### src/pcf_pkg.sv
// palette color filter package: shared colour type, mode codes and constants
// no dependencies; imported by every module of the filter
package pcf_pkg;

  typedef struct packed {
    logic [7:0] red;
    logic [7:0] green;
    logic [7:0] blue;
  } rgb_t;

  typedef struct packed {
    logic valid;
    rgb_t color;
  } beat_t;

  // register indexes
  localparam logic CFG_COLOR_MODE = 1'b0;
  localparam logic CFG_LIGHT_MODE = 1'b1;

  // colour modes
  localparam logic [2:0] COLOR_NONE = 3'd0;
  localparam logic [2:0] COLOR_SEPIA = 3'd1;
  localparam logic [2:0] COLOR_BW = 3'd2;
  localparam logic [2:0] COLOR_GRAY = 3'd3;
  localparam logic [2:0] COLOR_PROJ = 3'd4;

  // light modes
  localparam logic [1:0] LIGHT_NORMAL = 2'd0;
  localparam logic [1:0] LIGHT_NIGHT = 2'd1;
  localparam logic [1:0] LIGHT_DAY = 2'd2;

  // luma and projection weights
  localparam logic [14:0] W_LUMA_R = 15'd30;
  localparam logic [14:0] W_LUMA_G = 15'd59;
  localparam logic [14:0] W_LUMA_B = 15'd11;
  localparam logic [14:0] W_PROJ_RB = 15'd35;
  localparam logic [14:0] W_PROJ_G = 15'd30;

  // floor(x/100) = (x * RECIP_100) >> 24 for every x below 2^17
  localparam logic [17:0] RECIP_100 = 18'd167773;
  localparam int RECIP_100_SHIFT = 24;
  // floor(x/10) = (x * RECIP_10) >> 16 for every x below 2^14
  localparam logic [12:0] RECIP_10 = 13'd6554;
  localparam int RECIP_10_SHIFT = 16;

  localparam logic [7:0] SEPIA_SHIFT = 8'd46;
  localparam logic [7:0] SEPIA_TOP = 8'd209;
  localparam logic [7:0] BW_HIGH_TH = 8'd200;
  localparam logic [7:0] BW_MID_TH = 8'd100;
  localparam logic [7:0] BW_LOW_TH = 8'd50;
  localparam logic [7:0] BW_HIGH = 8'd255;
  localparam logic [7:0] BW_MID = 8'd150;
  localparam logic [7:0] BW_LOW = 8'd76;

  localparam logic [7:0] BRIGHT_LEVEL = 8'd230;
  localparam logic [7:0] W_TINT_RB = 8'd33;
  localparam logic [7:0] W_TINT_G = 8'd34;
  // floor(s/100) < 200 is the same as s < 20000
  localparam logic [15:0] TINT_LIMIT = 16'd20000;

  localparam logic [3:0] K_UNITY = 4'd10;
  localparam logic [3:0] K_DIM = 4'd6;
  localparam logic [3:0] K_BOOST = 4'd15;
  localparam logic [3:0] K_SOFT = 4'd8;
  // c*k/10 above 255 exactly when c*k >= 2560
  localparam logic [11:0] SAT_PRODUCT = 12'd2560;

endpackage

### src/pcf_color_stage.sv
// colour stage: weighted sums, divide by 100 and colour mode selection
// two register stages; depends on pcf_pkg
module pcf_color_stage (
  input  logic         clk,
  input  logic         rst_n,
  input  logic [2:0]   color_mode,
  input  pcf_pkg::beat_t in_beat,
  output pcf_pkg::beat_t out_beat
);
  import pcf_pkg::*;

  // stage 1
  logic        s1_valid_r, s1_valid_nxt;
  rgb_t        s1_color_r, s1_color_nxt;
  logic [14:0] s1_luma_sum_r, s1_luma_sum_nxt;
  logic [14:0] s1_proj_sum_r, s1_proj_sum_nxt;
  // stage 2
  logic        s2_valid_r, s2_valid_nxt;
  rgb_t        s2_color_r, s2_color_nxt;

  logic [32:0] luma_prod;
  logic [32:0] proj_prod;
  logic [7:0]  luma;
  logic [7:0]  proj;
  logic [7:0]  bw_level;

  always_comb begin
    s1_valid_nxt = in_beat.valid;
    s1_color_nxt = in_beat.color;
    s1_luma_sum_nxt = 15'(in_beat.color.red) * W_LUMA_R
                    + 15'(in_beat.color.green) * W_LUMA_G
                    + 15'(in_beat.color.blue) * W_LUMA_B;
    s1_proj_sum_nxt = (15'(in_beat.color.red) + 15'(in_beat.color.blue)) * W_PROJ_RB
                    + 15'(in_beat.color.green) * W_PROJ_G;
  end

  always_ff @(posedge clk) begin
    if (!rst_n) begin
      s1_valid_r <= 1'b0;
    end else begin
      s1_valid_r <= s1_valid_nxt;
    end
    s1_color_r <= s1_color_nxt;
    s1_luma_sum_r <= s1_luma_sum_nxt;
    s1_proj_sum_r <= s1_proj_sum_nxt;
  end

  // both sums stay at or below 25500, so each quotient fits in 8 bits
  assign luma_prod = 33'(s1_luma_sum_r) * 33'(RECIP_100);
  assign proj_prod = 33'(s1_proj_sum_r) * 33'(RECIP_100);
  assign luma = luma_prod[RECIP_100_SHIFT +: 8];
  assign proj = proj_prod[RECIP_100_SHIFT +: 8];

  always_comb begin
    if (luma > BW_HIGH_TH) begin
      bw_level = BW_HIGH;
    end else if (luma > BW_MID_TH) begin
      bw_level = BW_MID;
    end else if (luma > BW_LOW_TH) begin
      bw_level = BW_LOW;
    end else begin
      bw_level = 8'd0;
    end
  end

  always_comb begin
    s2_valid_nxt = s1_valid_r;
    s2_color_nxt = s1_color_r;
    case (color_mode)
      COLOR_SEPIA: begin
        s2_color_nxt.red = (luma <= SEPIA_TOP) ? luma + SEPIA_SHIFT : 8'd255;
        s2_color_nxt.green = luma;
        s2_color_nxt.blue = (luma >= SEPIA_SHIFT) ? luma - SEPIA_SHIFT : 8'd0;
      end
      COLOR_BW: begin
        s2_color_nxt = '{bw_level, bw_level, bw_level};
      end
      COLOR_GRAY: begin
        s2_color_nxt = '{luma, luma, luma};
      end
      COLOR_PROJ: begin
        s2_color_nxt.green = proj;
      end
      default: begin
        s2_color_nxt = s1_color_r;
      end
    endcase
  end

  always_ff @(posedge clk) begin
    if (!rst_n) begin
      s2_valid_r <= 1'b0;
    end else begin
      s2_valid_r <= s2_valid_nxt;
    end
    s2_color_r <= s2_color_nxt;
  end

  assign out_beat.valid = s2_valid_r;
  assign out_beat.color = s2_color_r;

endmodule

### src/pcf_light_stage.sv
// light stage: tint test and factor pick, product, divide by 10 with saturation
// three register stages; depends on pcf_pkg
module pcf_light_stage (
  input  logic         clk,
  input  logic         rst_n,
  input  logic [1:0]   light_mode,
  input  pcf_pkg::beat_t in_beat,
  output pcf_pkg::beat_t out_beat
);
  import pcf_pkg::*;

  // stage 3
  logic       s3_valid_r, s3_valid_nxt;
  rgb_t       s3_color_r, s3_color_nxt;
  logic [3:0] s3_k_r, s3_k_nxt;
  // stage 4
  logic        s4_valid_r, s4_valid_nxt;
  logic [11:0] s4_prod_r [3];
  logic [11:0] s4_prod_nxt [3];
  // stage 5
  logic       s5_valid_r, s5_valid_nxt;
  rgb_t       s5_color_r, s5_color_nxt;

  logic        bright;
  logic [15:0] tint_sum;
  logic        tinted;
  logic [7:0]  chan [3];
  logic [25:0] quot_prod [3];
  logic [7:0]  scaled [3];

  assign bright = (in_beat.color.red > BRIGHT_LEVEL) || (in_beat.color.green > BRIGHT_LEVEL)
                || (in_beat.color.blue > BRIGHT_LEVEL);
  assign tint_sum = (16'(in_beat.color.red) + 16'(in_beat.color.blue)) * 16'(W_TINT_RB)
                  + 16'(in_beat.color.green) * 16'(W_TINT_G);
  assign tinted = bright && (tint_sum < TINT_LIMIT);

  always_comb begin
    s3_valid_nxt = in_beat.valid;
    s3_color_nxt = in_beat.color;
    case (light_mode)
      LIGHT_NIGHT: s3_k_nxt = tinted ? K_BOOST : K_DIM;
      LIGHT_DAY:   s3_k_nxt = tinted ? K_SOFT : K_BOOST;
      // times ten over ten leaves the channel as it is
      default:     s3_k_nxt = K_UNITY;
    endcase
  end

  always_ff @(posedge clk) begin
    if (!rst_n) begin
      s3_valid_r <= 1'b0;
    end else begin
      s3_valid_r <= s3_valid_nxt;
    end
    s3_color_r <= s3_color_nxt;
    s3_k_r <= s3_k_nxt;
  end

  assign chan[0] = s3_color_r.red;
  assign chan[1] = s3_color_r.green;
  assign chan[2] = s3_color_r.blue;

  always_comb begin
    s4_valid_nxt = s3_valid_r;
    for (int i = 0; i < 3; i++) begin
      s4_prod_nxt[i] = 12'(chan[i]) * 12'(s3_k_r);
    end
  end

  always_ff @(posedge clk) begin
    if (!rst_n) begin
      s4_valid_r <= 1'b0;
    end else begin
      s4_valid_r <= s4_valid_nxt;
    end
    s4_prod_r <= s4_prod_nxt;
  end

  always_comb begin
    for (int i = 0; i < 3; i++) begin
      quot_prod[i] = 26'(s4_prod_r[i]) * 26'(RECIP_10);
      scaled[i] = (s4_prod_r[i] >= SAT_PRODUCT) ? 8'd255 : quot_prod[i][RECIP_10_SHIFT +: 8];
    end
    s5_valid_nxt = s4_valid_r;
    s5_color_nxt = '{scaled[0], scaled[1], scaled[2]};
  end

  always_ff @(posedge clk) begin
    if (!rst_n) begin
      s5_valid_r <= 1'b0;
    end else begin
      s5_valid_r <= s5_valid_nxt;
    end
    s5_color_r <= s5_color_nxt;
  end

  assign out_beat.valid = s5_valid_r;
  assign out_beat.color = s5_color_r;

endmodule

### src/palette_color_filter_core.sv
// palette color filter top level: mode registers and the five-stage pipeline
// depends on pcf_pkg, pcf_color_stage and pcf_light_stage
//
//   channel  ports                                   handshake
//   input    in_red_in, in_green_in, in_blue_in      start && !busy
//   result   out_red_out, out_green_out, out_blue_out out_valid, one cycle
//   config   cfg_index, cfg_data                     cfg_we
//
// one beat per clock; each result passes through the five register stages
// (sums, divide by 100, tint test, product, divide by 10) after its start
// beat. busy is always low and the receiver cannot stall, so no stage
// ever holds. synchronous reset clears the valid bits and sets both mode
// registers to zero.
module palette_color_filter_core (
  input  logic       clk,
  input  logic       rst_n,
  input  logic       start,
  output logic       busy,
  input  logic [7:0] in_red_in,
  input  logic [7:0] in_green_in,
  input  logic [7:0] in_blue_in,
  output logic       out_valid,
  output logic [7:0] out_red_out,
  output logic [7:0] out_green_out,
  output logic [7:0] out_blue_out,
  input  logic       cfg_we,
  input  logic       cfg_index,
  input  logic [2:0] cfg_data
);
  import pcf_pkg::*;

  logic [2:0] color_mode_r, color_mode_nxt;
  logic [1:0] light_mode_r, light_mode_nxt;
  beat_t      in_beat;
  beat_t      mid_beat;
  beat_t      res_beat;

  always_comb begin
    color_mode_nxt = color_mode_r;
    light_mode_nxt = light_mode_r;
    if (cfg_we) begin
      case (cfg_index)
        CFG_COLOR_MODE: color_mode_nxt = cfg_data;
        CFG_LIGHT_MODE: light_mode_nxt = cfg_data[1:0];
        default: ;
      endcase
    end
  end

  always_ff @(posedge clk) begin
    if (!rst_n) begin
      color_mode_r <= COLOR_NONE;
      light_mode_r <= LIGHT_NORMAL;
    end else begin
      color_mode_r <= color_mode_nxt;
      light_mode_r <= light_mode_nxt;
    end
  end

  assign busy = 1'b0;
  assign in_beat.valid = start && !busy;
  assign in_beat.color = '{in_red_in, in_green_in, in_blue_in};

  pcf_color_stage u_color (
    .clk        (clk),
    .rst_n      (rst_n),
    .color_mode (color_mode_r),
    .in_beat    (in_beat),
    .out_beat   (mid_beat)
  );

  pcf_light_stage u_light (
    .clk        (clk),
    .rst_n      (rst_n),
    .light_mode (light_mode_r),
    .in_beat    (mid_beat),
    .out_beat   (res_beat)
  );

  assign out_valid = res_beat.valid;
  assign out_red_out = res_beat.color.red;
  assign out_green_out = res_beat.color.green;
  assign out_blue_out = res_beat.color.blue;

endmodule
### config.mk
export PLATFORM = sky130hd
export DESIGN_NAME = palette_color_filter_core
export DESIGN_NICKNAME = d
export VERILOG_FILES = /design/src/pcf_pkg.sv /design/src/pcf_color_stage.sv /design/src/pcf_light_stage.sv /design/src/palette_color_filter_core.sv
export SDC_FILE = /design/constraint.sdc
export NUM_CORES = 2
export LEC_CHECK = 0
export BUFFER_PORTS_ARGS = -buffer_cell sky130_fd_sc_hd__buf_4
export CAP_MARGIN = 20
export CORE_ASPECT_RATIO = 0.5
export CORE_MARGIN = 2
export CORE_UTILIZATION = 40
export DETAILED_ROUTE_END_ITERATION = 6
export SYNTH_ARGS = -nofsm -noshare
export SYNTH_HDL_FRONTEND = slang
export SYNTH_HIERARCHICAL = 1
export SYNTH_SLANG_ARGS = --single-unit
### constraint.sdc
create_clock -name clk -period 6.95 [get_ports clk]
set_clock_uncertainty 0.1 [all_clocks]
set_input_delay 0.3475 -clock clk [delete_from_list [all_inputs] [get_ports clk]]
set_output_delay 0.3475 -clock clk [all_outputs]
set_load 0.02 [all_outputs]
* After elaboration in Yosys (flattened, before gate mapping)
Cells that the tools add are included.
Word-level totals: word-level logic and storage cells 84, register bits 176
Operators by class: add/subtract/negate cells 8, bitwise operators 1, equality and inequality tests 6, $mul 15, order comparisons 12, reduce and logical (&&, ||, !) cells 6, muxes and demuxes 11
Operators by type and width (count):
- $pmux W8 S3 | 3
- $mul A12 B12 Y23 const B | 3
- $mul A15 B18 Y32 const B | 2
- $ge A12 B12 Y1 const B | 3
- $mul A8 B4 Y12 | 3
- $mul A8 B4 Y12 const B | 3
- $gt A8 B8 Y1 const B | 4
- $mux W8 | 4
- $add A8 B8 Y9 | 2
- $add A16 B14 Y16 | 1
- $lt A16 B15 Y1 const B | 1
- $mul A16 B6 Y16 const B | 1
- $add A13 B14 Y15 | 1
- $add A15 B12 Y15 | 1
- $add A15 B13 Y15 | 1
- $mul A15 B6 Y15 const B | 1
- $mul A8 B6 Y14 const B | 1
- $mul A8 B5 Y13 const B | 1
- $add A8 B6 Y8 const B | 1
- $ge A8 B6 Y1 const B | 1
- $gt A8 B6 Y1 const B | 1
- $gt A8 B7 Y1 const B | 1
- $le A8 B8 Y1 const B | 1
- $pmux W4 S2 | 1
- 14 further kinds | 17

* Longest topological paths before layout
depth in word-level cells 7, mapped depth 28, depth with buffers taken out 27

* Cells and area by module
The synthesis kept the hierarchy.
Modules (own cells, without submodules):
- pcf_color_stage | cells an instance 1673, area each 16418.2 um^2, instances 1, seq. area each 1601.5 um^2
- pcf_light_stage | cells an instance 1305, area each 13096.3 um^2, instances 1, seq. area each 1821.7 um^2
- palette_color_filter_core | cells an instance 23, area each 207.7 um^2, instances 1, seq. area each 100.1 um^2

* Least setup slack after synthesis
Ideal clock, no wire load.
path type register to register, start register u_color.s1_luma_sum_r[2], end register u_color.s2_color_r, in the netlist u_color/out_beat[6], data required time 6776 ps, buffers on the path 1, setup time 74 ps, stages on the path, launching flop included 28, data arrival time 6175 ps, path slack 601 ps, clock period less this slack 6349 ps, cells stage by stage dfxtp_1 inv_1 fa_1 fa_1 inv_1 fa_1 inv_1 fa_1 inv_1 fa_1 inv_1 fa_1 inv_1 ha_1 a21oi_1 nand2_1 a41oi_1 o211ai_2 nor3_1 or2_4 inv_2 buf_6 ha_1 inv_1 o22ai_2 a211o_1 o311a_4 a31oi_1
RTL lines:
- start, declared | line pcf_color_stage.sv:15 | logic [14:0] s1_luma_sum_r, s1_luma_sum_nxt;
- start signal, assigned | line pcf_color_stage.sv:44 | s1_luma_sum_r <= s1_luma_sum_nxt;
- end signal, assigned | line pcf_color_stage.sv:96 | s2_color_r <= s2_color_nxt;
- end, declared | line pcf_color_stage.sv:19 | rgb_t s2_color_r, s2_color_nxt;

==> metrics.txt <==
CTS H-Tree Depth=4; max-slew violations=0; ANT cells=0; post-synth top area share=30.2%; final wirelength=63.1 mm; Core ar.=73300 µm²; max cap viols=0; number of distinct library cells after synthesis=89; CTS tree=built; crit-path cells=inv_1 > fa_1 > fa_1 > inv_1 > fa_1 > inv_1 > fa_1 > inv_1 > fa_1 > inv_1 > fa_1 > inv_1 > ha_1 > nand3_1 > nor2_1 > a2111oi_2 > o211ai_2 > a21oi_2 > xnor2_1 > buf_4 > a211oi_1 > o22ai_2 > a211oi_1 > o21ai_0; CTS Buffer Depth=2; total negative slack=0 ns; Synth Register Bits=176; Starting Density=40.5%; Synth Area in Compound Gates=8.88%; Worst Tran Pin Value=0.954 ns; Site Rows=70; Final Cell Area=32200 µm²; max incr delay on CP=0.54 ns; cells after synthesis=3001; DR vias=19833; first-pass GRT wire length=108 mm; number of global-route vias before repair=21319; Area contributors post-synth=ha_1, fa_1, dfxtp_1, inv_1, xnor2_1; Crit-path slowest cell=fa_1; sequential fraction of the synthesis area=11.9%; ys flop type=dfxtp_1; synth-to-layout area growth=8.50%; fillers=7016; die area=76600 µm²; clk sink count=176; HPWL after DPL=55.2 mm; Die Height=197 µm; Synth Cell Area=29700 µm²; I/O Buffers=56; Worst EP required=7.19 ns; DP Area=31400 µm²; xor/xnor share of the synthesized area=4.12%; WS Path Type=reg2reg; Fin. Hold Viols=0; adder-cell share of the synthesized area=58.6%; CP max FO=6; Avg Cell Area, Syn=9.90 µm²; Final period util=95.4%; status=finished, final reports clean; routability cong.=0.909; endpoints failing setup=0; DRT iter0 DRCs=817; CP Capture Type=register; GRT Total Usage=17.5%; area leader, netlist=ha_1; largest net degree at the start of global routing=25; post-synthesis mux area share=0.345%; Final nets=4265; clock period minus worst slack=6.63 ns; CTS buffer count=17; Post-synth EDFFs=0; gr ovfl total=0; routed vias/inst=4.86; largest family of logic cells by synthesized area=adder cells; Simple-Gate Fraction of Synth Area=6.87%; post-synthesis async set-or-reset flop share=0%; CTS root buffer=clkbuf_16; Top Ports=58; critical path launch point type=register; clock transition at the registers of the reported paths=0.08 ns; Worst EP arrival=6.87 ns; initial antenna violation count=0; wire per inst=15.5 µm; Die Wd=390 µm; Synthesis Warnings=6; hold crit path type=in2reg; fmax=0.151 GHz; clock latency on the worst-skew pair=0.46 ns; drt pass-1 iters=5; Max-slew headroom=35.7%; DRC viols=0; syn nets=4173; share of layout cells above drive strength 1=5.02%; ANT nets after route=0
[worst max-delay path, delay by kind of cell (launching register included)]
kind                     cells  cell delay [ns]
AO/OA/AOI/OAI                7             1.83
XOR/XNOR                     1             0.10
adder cells (fa/ha/maj)      7             3.40
buffers and inverters        7             0.52
flip-flops                   1             0.38
AND/OR/NAND/NOR              2             0.18
[per-layer routing]
metal | routed length, µm | GRT usage, % | vias up
met5 | 0 | 0 | -
met2 | 27600 | 27.9 | 270
li1 | - | - | 9876
met1 | 32500 | 25.4 | 9647
met3 | 2140 | 2.42 | 40
met4 | 867 | 3.42 | 0
[cells in the mapped netlist (4+ instances only)]
cell,number
inv_1,702
o211ai_1,14
ha_1,718
dfxtp_1,176
a21boi_0,5
a311oi_1,6
a22oi_1,8
xnor2_1,100
xor2_1,36
a31o_2,4
o21ai_0,50
nor4_1,5
nor3_1,24
o31ai_1,4
nand3_1,36
a211oi_1,7
o21bai_1,24
nand2_1,140
and3_1,10
buf_4,4
a31oi_1,11
o21a_1,20
nor2_1,84
or2_2,7
fa_1,422
mux2i_1,8
o21ai_1,13
o2111ai_1,8
nand4_1,9
or3_1,6
and2_1,59
nand2b_1,10
a21oi_1,123
a21o_1,40
nor2b_1,18
clkbuf_1,14
[through the flow]
| step | hold slack, ns | setup WS, ns | std cells | util [%] |
|---|---|---|---|---|
| after floorplan | 0.254 | 0.601 | 3001 | - |
| after global placement | 0.274 | 0.172 | 4024 | 42.8 |
| after detailed placement | 0.279 | 0.0522 | 4024 | 42.8 |
| after CTS | 0.00162 | 0.0487 | 4076 | 43.9 |
| after global routing | 0.000578 | -0.00522 | 4078 | 44.0 |
| final | 0.0336 | 0.319 | 4078 | 44.0 |
[cell type report]
type / count / area [µm²] / area share, %
clock buffer: 17 / 425 / 1.32
clock inverter: 15 / 184 / 0.570
inverter: 705 / 2650 / 8.21
multi-input combinational: 2098 / 23500 / 72.8
sequential: 176 / 3520 / 10.9
tap: 972 / 1220 / 3.77
timing repair buffer: 95 / 766 / 2.37
[cells in the final DEF, fill, tap and decap left out, types with 17 or more instances in the layout]
master	n
clkbuf_16	17
dlygate4sd3_1	21
nor2_1	84
nor2b_1	18
ha_1	718
xnor2_1	100
nand2_1	140
a21oi_1	121
and2_1	59
xor2_1	36
buf_4	74
fa_1	422
nor3_1	23
o21a_1	20
o21ai_0	50
inv_1	702
a21o_1	40
dfxtp_1	175
o21bai_1	24
nand3_1	36
[path summary, 6_finish.rpt]
check	start	endpoint	slack [ns]	cells past startpoint
worst max-delay path	u_color/s1_luma_sum_r[2]	u_color/out_beat[7]	0.32	24
worst min-delay path	in_green_in[6]	u_color/s1_color_r[14]	0.03	1
worst max register to register	u_color/s1_luma_sum_r[2]	u_color/out_beat[7]	0.32	24
worst min register to register	u_color/out_beat[21]	u_light/chan[21]	0.29	0
[logic make-up (layout without fill, tap and decap cells)]
kind of cell / count (synthesis) / in the layout
XOR/XNOR: 138 / 138
buffers and inverters: 727 / 832
AO/OA/AOI/OAI: 387 / 387
multiplexers: 10 / 10
AND/OR/NAND/NOR: 422 / 422
other: 1 / 1
flip-flops: 176 / 176
adder cells (fa/ha/maj): 1140 / 1140
[registers in the layout (all words and copies together) (netlist names)]
name                   count
u_color/s2_valid_r         1
light_mode_r               2
u_light/out_beat          24
u_light/s3_valid_r         1
u_light/s3_k_r             4
u_color/s1_valid_r         1
u_light/s5_valid_r         1
color_mode_r               3
u_light/s4_prod_r         36
u_light/s4_valid_r         1
u_color/s1_color_r        24
u_color/s1_luma_sum_r     15
u_color/out_beat          24
u_color/s1_proj_sum_r     15
u_light/chan              24
[what timing repair did]
action	4_1_cts	5_1_grt
buffers inserted	0	1
hold buffers	20	1
gates resized for setup	0	9
setup endpoints to repair	0	23
endpoints found under the hold margin	20	1
Power is not shown: default switching activity piles up to over one toggle a cycle in this logic, so the estimate is an artifact.
